===== config.mk =====
export PLATFORM = sky130hd
export DESIGN_NAME = dhoa_rem
export DESIGN_NICKNAME = d
export VERILOG_FILES = /design/src/rtl/core/dhoa_pkg.sv /design/src/rtl/core/dhoa_rem.sv
export SDC_FILE = /design/constraint.sdc
export NUM_CORES = 1
export LEC_CHECK = 0
export BUFFER_PORTS_ARGS = -buffer_cell sky130_fd_sc_hd__buf_2
export CAP_MARGIN = 20
export CORE_MARGIN = 8
export CORE_UTILIZATION = 30
export CTS_BUF_LIST = sky130_fd_sc_hd__clkbuf_16
export DETAILED_ROUTE_END_ITERATION = 8
export GPL_TIMING_DRIVEN = 0
export PLACE_DENSITY = 0.45
export SLEW_MARGIN = 10
export SYNTH_ARGS = -nofsm -noshare
export SYNTH_HDL_FRONTEND = slang
export SYNTH_SLANG_ARGS = --single-unit

===== constraint.sdc =====
create_clock -name clk_i -period 3.22 [get_ports clk_i]
set_clock_uncertainty 0.2 [all_clocks]
set_input_delay 0.161 -clock clk_i [delete_from_list [all_inputs] [get_ports clk_i]]
set_output_delay 0.161 -clock clk_i [all_outputs]
set_load 0.02 [all_outputs]

===== src/rtl/core/dhoa_pkg.sv =====
// dhoa_pkg: shared constants, types and codes for the double hash table
// no dependencies
`default_nettype none
package dhoa_pkg;
  localparam int unsigned TableDepth = 1024;
  localparam int unsigned IdxW = $clog2(TableDepth);
  localparam int unsigned SizeW = IdxW + 1;
  localparam int unsigned KeyW = 31;
  localparam int unsigned DataW = 32;
  localparam int unsigned ResetSize = 1021;

  typedef enum logic [1:0] {
    CmdInsert = 2'd0,
    CmdSearch = 2'd1,
    CmdRemove = 2'd2,
    CmdNone   = 2'd3
  } cmd_e;

  typedef enum logic [1:0] {
    StOk      = 2'd0,
    StFull    = 2'd1,
    StMissing = 2'd2
  } status_e;

  typedef enum logic [1:0] {
    SlotEmpty   = 2'd0,
    SlotUsed    = 2'd1,
    SlotDeleted = 2'd2
  } slot_e;

  typedef enum logic [3:0] {
    SIdle, SClear, SMod, SModWait, SRead, SWait, SCheck, SStep, SDone
  } state_e;

  typedef struct packed {
    logic             start;
    logic [KeyW-1:0]  dividend;
    logic [SizeW-1:0] divisor;
  } div_req_t;

  typedef struct packed {
    logic             done;
    logic [SizeW-1:0] rem;
  } div_rsp_t;
endpackage
`default_nettype wire


===== src/rtl/core/dhoa_rem.sv =====
// dhoa_rem: restoring bit-serial remainder unit, one key bit per cycle
// depends on dhoa_pkg
`default_nettype none
module dhoa_rem (
  input  wire logic              clk_i,
  input  wire logic              rst_ni,
  input  wire dhoa_pkg::div_req_t req_i,
  output dhoa_pkg::div_rsp_t      rsp_o
);
  localparam int unsigned CntW = $clog2(dhoa_pkg::KeyW + 1);

  logic [dhoa_pkg::KeyW-1:0]  num_q, num_d;
  logic [dhoa_pkg::SizeW:0]   rem_q, rem_d;
  logic [dhoa_pkg::SizeW-1:0] div_q, div_d;
  logic [CntW-1:0]            cnt_q, cnt_d;
  logic                       busy_q, busy_d, done_q, done_d;
  logic [dhoa_pkg::SizeW+1:0] trial;
  logic [dhoa_pkg::SizeW+1:0] shifted;

  always_comb begin
    num_d = num_q;
    rem_d = rem_q;
    div_d = div_q;
    cnt_d = cnt_q;
    busy_d = busy_q;
    done_d = 1'b0;
    shifted = {rem_q, num_q[dhoa_pkg::KeyW-1]};
    trial = shifted - {2'b00, div_q};
    if (req_i.start) begin
      num_d = req_i.dividend;
      div_d = req_i.divisor;
      rem_d = '0;
      cnt_d = CntW'(dhoa_pkg::KeyW);
      busy_d = 1'b1;
    end else if (busy_q) begin
      rem_d = trial[dhoa_pkg::SizeW+1] ? shifted[dhoa_pkg::SizeW:0] : trial[dhoa_pkg::SizeW:0];
      num_d = {num_q[dhoa_pkg::KeyW-2:0], 1'b0};
      cnt_d = cnt_q - 1'b1;
      if (cnt_q == CntW'(1)) begin
        busy_d = 1'b0;
        done_d = 1'b1;
      end
    end
  end

  always_ff @(posedge clk_i or negedge rst_ni) begin
    if (!rst_ni) begin
      busy_q <= 1'b0;
      done_q <= 1'b0;
      cnt_q <= '0;
    end else begin
      busy_q <= busy_d;
      done_q <= done_d;
      cnt_q <= cnt_d;
    end
  end

  always_ff @(posedge clk_i) begin
    num_q <= num_d;
    rem_q <= rem_d;
    div_q <= div_d;
  end

  assign rsp_o.done = done_q;
  assign rsp_o.rem = rem_q[dhoa_pkg::SizeW-1:0];

  assert property (@(posedge clk_i) disable iff (!rst_ni) done_q |-> !busy_q)
    else $error("remainder done while busy");
  assert property (@(posedge clk_i) disable iff (!rst_ni) done_q |-> (rem_q < {1'b0, div_q}))
    else $error("remainder not reduced");
  assert property (@(posedge clk_i) disable iff (!rst_ni) busy_q |-> cnt_q != '0)
    else $error("busy with zero count");
endmodule
`default_nettype wire


==> results of run 1 <==
cell type report:
class / instances / area (um^2)
Fill cell: 1062 / 6180
Sequential cell: 61 / 1680
Multi-Input combinational cell: 169 / 1350
Timing Repair Buffer: 105 / 756
Clock buffer: 9 / 225
Buffer: 21 / 181
Tap cell: 140 / 175
Clock inverter: 7 / 90.1
Inverter: 17 / 63.8
power breakdown:
group / total (mW) / internal [mW] / leakage [nW] / switching, mW
Clock: 1.02 / 0.673 / 0.154 / 0.351
Sequential: 0.981 / 0.924 / 0.606 / 0.0567
Combinational: 0.592 / 0.312 / 1.18 / 0.281
Total: 2.60 / 1.91 / 1.94 / 0.689
logic make-up after synthesis:
logic type               count (synthesis)
AND/OR/NAND/NOR                         58
adder cells (fa/ha/maj)                 14
multiplexers                            33
buffers and inverters                   38
flip-flops                              61
XOR/XNOR                                10
AO/OA/AOI/OAI                           54
per-layer routing:
layer | GRT usage [%] | part of all wire [%] | vias up
met5 | 0 | 0 | -
li1 | - | - | 1225
met4 | 6.25 | 2.7 | 0
met3 | 2.77 | 3.3 | 12
met1 | 13.4 | 48 | 1101
met2 | 16.5 | 46 | 37
worst max path at each step:
| stage | start | endpoint | slack, ns | cells after the start |
|---|---|---|---|---|
| 2_1_floorplan | num_q[30] | rem_q[11] | 0.25 | 10 |
| 3_3_place_gp | num_q[30] | rem_q[3] | -0.07 | 11 |
| 3_5_place_dp | num_q[30] | rem_q[3] | -0.06 | 11 |
| 4_1_cts | num_q[30] | rem_q[11] | 0.01 | 10 |
| 5_1_grt | num_q[30] | rem_q[3] | -0.002 | 11 |
| 6_report | num_q[30] | rem_q[3] | 0.18 | 11 |
worst max-delay path, stage by stage (launching register included):
cell      delay (ns)
edfxtp_1        0.38
inv_1           0.07
ha_2            0.17
inv_2           0.04
fa_2            0.38
a211o_1         0.34
a211o_1         0.35
o21ai_0         0.24
a21o_1          0.26
buf_4           0.13
o21ai_0         0.10
a311oi_1        0.27
per-stage QoR:
stage | power (mW) | worst slack (ns) | std cells | setup TNS, ns | cell area (um^2)
after CTS | 2.59 | 0.0142 | 523 | 0 | 4460
after floorplan | 1.36 | 0.246 | 268 | 0 | 3250
after global placement | 1.49 | -0.0739 | 464 | -0.146 | 3710
after detailed placement | 1.50 | -0.0600 | 464 | -0.125 | 3710
after global routing | 2.74 | -0.00237 | 529 | -0.00270 | 4520
final | 2.60 | 0.183 | 529 | 0 | 4520
state kept, by name (all words and copies together) (netlist names):
signal and count:
num_q 31, rem_q 12, div_q 11, cnt_q 5, busy_q 1, done_q 1
cell usage after synthesis, types with 2 or more instances:
cell type	number	area, um^2
a211o_1	3	26.3
a211oi_1	5	37.5
a21o_1	2	15.0
a21o_2	3	26.3
a21oi_1	6	30.0
a311oi_1	5	43.8
and2_2	2	15.0
buf_4	12	90.1
clkbuf_1	3	11.3
clkbuf_8	5	68.8
clkinv_1	2	7.51
dfrtp_1	7	175
dfxtp_1	12	240
edfxtp_1	42	1260
ha_1	13	163
inv_1	15	56.3
mux2_2	30	338
mux2i_1	3	30.0
nand2_1	19	71.3
nand3_1	8	40.0
nor2_1	16	60.1
nor3_1	2	10.0
nor4_1	2	12.5
o21a_1	6	45.0
o21ai_0	7	35.0
o22ai_1	2	12.5
o311ai_0	2	17.5
o31ai_1	3	22.5
xnor2_1	5	43.8
xor2_1	5	43.8
cell usage in the layout (no fill, tap or decap), types with 5 or more instances in the layout:
| master | count |
|---|---|
| a211oi_1 | 5 |
| a21oi_1 | 6 |
| buf_2 | 56 |
| buf_4 | 18 |
| clkbuf_16 | 9 |
| clkbuf_8 | 5 |
| dfrtp_1 | 7 |
| dfxtp_1 | 12 |
| dlygate4sd3_1 | 43 |
| edfxtp_1 | 42 |
| ha_1 | 12 |
| inv_1 | 14 |
| mux2_2 | 30 |
| nand2_1 | 18 |
| nand3_1 | 8 |
| nor2_1 | 16 |
| o21a_1 | 6 |
| o21ai_0 | 7 |
| xnor2_1 | 5 |
| xor2_1 | 5 |
what timing repair did:
| item | CTS | global route |
|---|---|---|
| pin swaps | 1 | 8 |
| hold endpoints to repair | 49 | 0 |
| hold buffers | 43 | 0 |
| setup buffers | 0 | 6 |
| setup endpoints to repair | 3 | 4 |
| resized for setup | 1 | 6 |
==> results by group, run 1 <==
Drt
  • DR vias: 2375
  • Post-route ant nets: 0
  • Vias/cell: around 4.5
  • WL final: approximately 7400 um
  • WL/cell: between 10 and 15 um
  • First-pass iteration count of the detailed router: 4
  • Starting DRT DRC Count: 55
  • Drt drc: 0

Synth
  • Post-Synth Simple-Gate Area: approximately 8.7%
  • Most used DFF post-synth: edfxtp_1
  • Synthesized Nets: 327
  • Synth Cell Area: 3250 um^2
  • Cell variety after synth: 51
  • Post-synthesis sequential area ratio: between 50% and 60%
  • Compound-cell area share of the yosys netlist: about 13%
  • Ys Warns: 0
  • Cells after Synth: ~270
  • Post-synth EDFFs: 42
  • Adder-cell share of the synthesized area: around 5.6%
  • Flops & latches, synth: between 60 and 70
  • Post-synthesis mux area share: a little under an eighth
  • FFs w/ async S/R, synth: between 10% and 20%
  • Combinational family with the most area after synthesis: compound AO/OA/AOI/OAI gates
  • Post-synthesis xor/xnor area fraction: about 2.7%
  • Avg Inst Size Synth: between 10 and 15 um^2

Power
  • P per Cell Area: approximately 570 nW/um^2
  • Pleak: between 1.5 and 2 nW
  • Peak VDD IR: about 0.38 mV

Critical path
  • Kind of critical path: reg -> reg
  • Crit end category: flop
  • Cells on worst reg2reg path: 11
  • CP Data Required Time: 3.26 ns
  • CP max FO: 4
  • Worst path arrival time: roughly 3.1 ns
  • Reg2reg end: rem_q[3]
  • Startpoint class of the critical path: flop
  • R2r setup slk: approximately 0.18 ns
  • Reg2reg start: num_q[30]

STA
  • Min Tclk post-route: 3.04 ns
  • Final setup viols: 0
  • Slew headroom: 51.2%
  • Slew Limit Fails: 0
  • Final hold violation count: 2
  • Period utilisation layout: 94.3%
  • Slew @ Worst Pin: 0.730 ns
  • Highest clock rate: roughly 0.33 GHz
  • Worst hold slack: -0.000470 ns

Global route
  • Vias in the first global route: about 2400
  • Gr usage total: between 10% and 20%
  • Initial antenna violation count: 0
  • Largest net degree at the start of global routing: 32
  • Total gr overflow: 0
  • First-pass GRT wire length: 12100 um

Placed design
  • Gp weighted congestion: approximately 0.75
  • DP HPWL: 5150 um
  • IO buf count: 56

Die
  • # IOs: 57
  • Vert. Die Dim: about 120 um
  • Die X: ~120 um
  • Rows: 38
  • Die area: between 10000 and 15000 um^2
  • Initial Utilization: slightly above 30%
  • Core area: around 11000 um^2

Hold path
  • Hold WC Path Type: in -> async

CTS
  • Root Buffer: clkbuf_16
  • Number of CTS-inserted buffers: 9
  • CTS clk-pin slew, worst paths: ~0.050 ns
  • Htree depth: 3
  • CTS tree: yes
  • Clock Tree Buf Depth: 2
  • Worst skew pair latency: roughly 0.33 ns
  • Clock tree sinks: approximately 60

Flow run
  • Max Cap Viol: 0

Final layout
  • Area delta synth->final: 39.1%
  • Final core area utilization: a little over two fifths
  • Layout cell share with drive strength beyond 1: between 30% and 40%
  • Nets: between 400 and 500
  • Antenna Cells: 0

Status
  • Violated checks: hold timing
  • Outcome: complete, but fails checks
Note: power is estimated with default switching activity, not from simulation.
==> inputs of run 2 (changes only) <==
Settings changed: SETUP_SLACK_MARGIN from default to 0.3.
==> results by group, run 2 (synthesis results as in run 1) <==
Status
  • Outcome: complete, no violations

Drt
  • Post-route ant nets: 0 (unchanged)
  • Vias/cell: 4.50 (+0.29%)
  • WL final: 7500 um (+1.7%)
  • Starting DRT DRC Count: 122 (+120%)
  • First-pass iteration count of the detailed router: 4 (unchanged)
  • DR vias: 2400 (+1.1%)
  • WL/cell: 14.1 um (+0.95%)
  • Drt drc: 0 (unchanged)

Die
  • Rows: 38 (unchanged)
  • # IOs: 57 (unchanged)
  • Die area: 14400 um^2 (unchanged)
  • Die X: 120 um (unchanged)
  • Initial Utilization: 30.4% (unchanged)
  • Vert. Die Dim: 120 um (unchanged)
  • Core area: 10700 um^2 (unchanged)

STA
  • Slew headroom: 51.3% (+0.16 points)
  • Highest clock rate: 0.344 GHz (+4.5%)
  • Min Tclk post-route: 2.91 ns (-0.129 ns)
  • Fin worst setup slack: 0.313 ns (+0.129 ns)
  • Period utilisation layout: 90.3% (-4.0 points)
  • Unrepaired setup endpoints after global routing: yes
  • Final setup viols: 0 (unchanged)
  • Slew @ Worst Pin: 0.727 ns (-0.00234 ns)
  • Worst hold slack: 0.00741 ns (+0.00788 ns)
  • Final hold violation count: 0 (-2)
  • Slew Limit Fails: 0 (unchanged)

Placed design
  • IO buf count: 56 (unchanged)
  • Gp weighted congestion: 0.753 (+0.53%)
  • Setup WS pre-CTS: 0.0304 ns (+0.0904 ns)
  • DP HPWL: 5100 um (-1.1%)

CTS
  • Htree depth: 3 (unchanged)
  • CTS tree: yes
  • Number of CTS-inserted buffers: 9 (unchanged)
  • Clock tree sinks: 61 (unchanged)
  • CTS clk-pin slew, worst paths: 0.06 ns (about the same)
  • Clock Tree Buf Depth: 2 (unchanged)
  • Worst skew pair latency: 0.32 ns (about the same)
  • Root Buffer: clkbuf_16

Final layout
  • Final core area utilization: 43.1% (+0.78 points)
  • Most frequent cells in the layout: buf_2 (56), dlygate4sd3_1 (43), edfxtp_1 (42)
  • Nets: 447 (+0.90%)
  • Largest register FFs: 31 (unchanged)
  • Commonest non-fill, non-tap cell in the layout: buf_2
  • Antenna Cells: 0 (unchanged)
  • Top reg by flops: num_q
  • Layout cell share with drive strength beyond 1: 41.0% (+3.7 points)
  • Biggest regs: num_q: 31 flops, rem_q: 12 flops, div_q: 11 flops
  • Area delta synth->final: 41.6%

Critical path
  • Startpoint class of the critical path: flop
  • Kind of critical path: reg -> reg
  • CP max FO: 8 (+4)
  • Cells on worst reg2reg path: 12 (+1)
  • Worst path arrival time: 2.94 ns (-0.13 ns)
  • CP Data Required Time: 3.25 ns (about the same)
  • Crit end category: flop

Power
  • P per Cell Area: 557 nW/um^2 (-3.0%)
  • Peak VDD IR: 0.235 mV (-38%)
  • Pleak: 1.95 nW (+0.83%)

Global route
  • Gr usage total: 10.8% (+0.090 points)
  • Initial antenna violation count: 0 (unchanged)
  • Vias in the first global route: 2481 (+1.9%)
  • Largest net degree at the start of global routing: 32 (unchanged)
  • First-pass GRT wire length: 12300 um (+1.8%)
  • Total gr overflow: 0 (unchanged)

Hold path
  • Hold WC Path Type: in -> async

Flow run
  • Max Cap Viol: 0 (unchanged)
-- run 2: cell type report --
| cell class | instances | area [um^2] |
|---|---|---|
| plain buffers | 21 | 181 |
| clock buffers | 9 | 225 |
| clock inverters | 7 | 73.8 |
| fillers | 1052 | 6090 |
| inverters | 17 | 63.8 |
| multi-input cells | 169 | 1410 |
| flip-flops and latches | 61 | 1680 |
| well taps | 140 | 175 |
| repair buffers | 109 | 797 |
-- run 2: what timing repair did --
item,4_1_cts,5_1_grt
pin swaps,11,8
cloned,0,0
resized for setup,15,9
setup endpoints to repair,11,12
setup buffers,8,2
hold buffers,43,0
hold endpoints to repair,49,0
-- run 2: per-layer routing --
layer / vias to the layer above / routed length, um / global-route usage [%]
met5: - / 0 / 0
met2: 39 / 3600 / 16.6
met3: 8 / 227 / 2.16
met1: 1122 / 3550 / 14.2
met4: 0 / 116 / 5.39
li1: 1231 / - / -
-- run 2: worst paths after layout --
path / start / end / slack, ns
worst max-delay path: num_q[30] / rem_q[3] / 0.31
worst min-delay path: rst_ni / cnt_q[1] / 0.007
worst max register to register: num_q[30] / rem_q[3] / 0.31
worst min register to register: cnt_q[4] / cnt_q[4] / 0.33
max in group asynchronous: rst_ni / cnt_q[0] / 2.66
min in group clk_i: req_i[42] / div_q[6] / 0.06
-- run 2: where the power goes --
part	switching (mW)	internal [mW]	total [mW]
registers	0.0568	0.924	0.981
logic	0.297	0.322	0.619
clock network	0.366	0.600	0.966
total	0.721	1.85	2.57
-- run 2: metrics by stage --
stage / instances / power [mW] / instance area (um^2) / setup TNS, ns
after floorplan: 268 / 1.36 / 3250 / 0
after global placement: 464 / 1.50 / 3710 / -0.0147
after detailed placement: 464 / 1.50 / 3710 / 0
after CTS: 531 / 2.58 / 4540 / 0
after global routing: 533 / 2.71 / 4610 / 0
final: 533 / 2.57 / 4610 / 0
-- run 2: critical path, cell delays in order (launching register included) --
cell and delay (ns):
edfxtp_1 0.40, inv_1 0.08, ha_2 0.18, inv_2 0.04, fa_2 0.34, a211o_1 0.29, a211o_1 0.30, o2111a_2 0.15
buf_6 0.12, a211oi_4 0.26, buf_6 0.19, nand3_2 0.07, a311oi_2 0.22
==> inputs of run 3 (changes only) <==
Settings changed: RECOVER_POWER from default to 100.
==> results by group, run 3 (synthesis results as in run 1) <==
Critical path
  • Reg2reg start: num_q[30]
  • CP max FO: 8 (unchanged)
  • Reg2reg end: rem_q[3]
  • Worst path arrival time: 3.00 ns (+0.06 ns)
  • Critical Path Start: num_q[30]
  • Startpoint class of the critical path: flop
  • Crit end category: flop
  • Kind of critical path: reg -> reg
  • R2r setup slk: 0.25 ns (-0.06 ns)
  • CP Data Required Time: 3.25 ns (about the same)
  • Max incr delay on CP: 0.40 ns (about the same)
  • Critical path's slowest cell: edfxtp_1
  • CP cell instances: inv_1 > ha_1 > inv_2 > fa_2 > a211o_1 > a211o_1 > o2111a_2 > buf_6 > a211oi_2 > buf_6 > nand3_2 > a311oi_2
  • Cells on worst reg2reg path: 12 (unchanged)

Placed design
  • DP HPWL: 5100 um (unchanged)
  • IO buf count: 56 (unchanged)
  • Gp weighted congestion: 0.753 (unchanged)
  • Cells after DPL: 464 (unchanged)
  • Setup WS pre-CTS: 0.0304 ns (unchanged)

Final layout
  • Top reg by flops: num_q
  • Final instance count without filler cells: 533 (unchanged)
  • Fill cell count: 1066 (+1.3%)
  • Area delta synth->final: 40.2%
  • Biggest regs: num_q: 31 flops, rem_q: 12 flops, div_q: 11 flops
  • Layout cell share with drive strength beyond 1: 36.4% (-4.6 points)
  • Nets: 447 (unchanged)
  • Most frequent cells in the layout: dlygate4sd3_1 (43), buf_2 (43), edfxtp_1 (42)
  • Antenna Cells: 0 (unchanged)
  • Largest register FFs: 31 (unchanged)

Drt
  • Post-route ant nets: 0 (unchanged)
  • Starting DRT DRC Count: 108 (-11%)
  • First-pass iteration count of the detailed router: 4 (unchanged)
  • Drt drc: 0 (unchanged)
  • WL/cell: 14.1 um (+0.27%)
  • DR vias: 2426 (+1.1%)
  • WL final: 7520 um (+0.27%)
  • Vias/cell: 4.55 (+1.1%)

STA
  • Period utilisation layout: 92.1% (+1.8 points)
  • Slew @ Worst Pin: 0.796 ns (+0.0683 ns)
  • Slew headroom: 47.0% (-4.4 points)
  • Final hold violation count: 0 (unchanged)
  • Unrepaired setup endpoints after global routing: yes
  • Worst hold slack: 0.0722 ns (+0.0647 ns)
  • Highest clock rate: 0.337 GHz (-2.0%)
  • Fin worst setup slack: 0.253 ns (-0.0590 ns)
  • Min Tclk post-route: 2.97 ns (+0.0590 ns)
  • Slew Limit Fails: 0 (unchanged)
  • Final setup viols: 0 (unchanged)

Die
  • Core area: 10700 um^2 (unchanged)
  • Initial Utilization: 30.4% (unchanged)
  • Vert. Die Dim: 120 um (unchanged)
  • Die X: 120 um (unchanged)
  • Die area: 14400 um^2 (unchanged)
  • # IOs: 57 (unchanged)
  • Rows: 38 (unchanged)

Global route
  • Gr usage total: 10.8% (unchanged)
  • Vias in the first global route: 2481 (unchanged)
  • Busiest layer in global routing: met2
  • Global routing met2 resource utilization: 16.6% (unchanged)
  • Total gr overflow: 0 (unchanged)
  • Met3 global-route usage: 2.16% (unchanged)
  • Initial antenna violation count: 0 (unchanged)
  • Largest net degree at the start of global routing: 32 (unchanged)
  • First-pass GRT wire length: 12300 um (unchanged)
  • Met1 Use GR: 14.2% (unchanged)

Power
  • P per Cell Area: 558 nW/um^2 (+0.21%)
  • Peak VDD IR: 0.235 mV (about the same)
  • Pleak: 1.90 nW (-3.0%)

CTS
  • Clock Tree Buf Depth: 2 (unchanged)
  • Htree depth: 3 (unchanged)
  • CTS clk-pin slew, worst paths: 0.06 ns (about the same)
  • Root Buffer: clkbuf_16
  • Worst skew pair latency: 0.32 ns (about the same)
  • CTS tree: yes
  • Clock tree sinks: 61 (unchanged)
  • Number of CTS-inserted buffers: 9 (unchanged)

Hold path
  • Hold WC Path Type: in -> async

Flow run
  • Max Cap Viol: 0 (unchanged)

Status
  • Outcome: complete, no violations
run 3: metrics by stage:
step | setup TNS, ns | utilization, % | total power, mW | instance area, um^2
floorplan | 0 | - | 1.36 | 3250
global placement | -0.0147 | 34.7 | 1.50 | 3710
detailed placement | 0 | 34.7 | 1.50 | 3710
CTS | 0 | 42.4 | 2.58 | 4540
global route | 0 | 42.6 | 2.68 | 4560
finish | 0 | 42.6 | 2.55 | 4560
run 3: layout make-up:
class | count | area (um^2) | area share, %
plain buffers | 21 | 171 | 3.76
clock buffers | 9 | 225 | 4.94
clock inverters | 7 | 73.8 | 1.62
inverters | 17 | 63.8 | 1.40
multi-input cells | 169 | 1390 | 30.6
flip-flops and latches | 61 | 1680 | 36.8
well taps | 140 | 175 | 3.84
repair buffers | 109 | 781 | 17.1
run 3: where the power goes:
| part | internal [mW] | total (mW) | switching, mW |
|---|---|---|---|
| Sequential | 0.924 | 0.981 | 0.0567 |
| Clock | 0.600 | 0.970 | 0.370 |
| Combinational | 0.310 | 0.596 | 0.286 |
run 3: worst max-delay path, delay by kind of cell (launching register included):
kind                       cells  cell delay, ns
AOI/OAI and AO/OA              5            1.26
adders and majority gates      2            0.52
buffers and inverters          4            0.41
DFF                            1            0.40
and+or+nand+nor                1            0.07
run 3: worst max-delay path by stage:
stage	endpoint	slack, ns	cells past startpoint
final	rem_q[3]	0.25	12
after global routing	rem_q[7]	0.10	13
after CTS	rem_q[11]	0.25	10
after detailed placement	rem_q[3]	0.03	11
after global placement	rem_q[3]	-0.01	11
after floorplan	rem_q[11]	0.31	10
run 3: routing by layer:
metal	wire length (um)	up-vias
met2	3590	37
met3	222	9
met5	0	-
met1	3570	1147
li1	-	1233
met4	133	0
run 3: repair_timing:
| action | 4_1_cts | 5_1_grt |
|---|---|---|
| pin swaps | 11 | 8 |
| hold buffers | 43 | 0 |
| setup buffers | 8 | 2 |
| resized for setup | 15 | 9 |
| endpoints found under the setup margin | 11 | 12 |
| hold endpoints to repair | 49 | 0 |
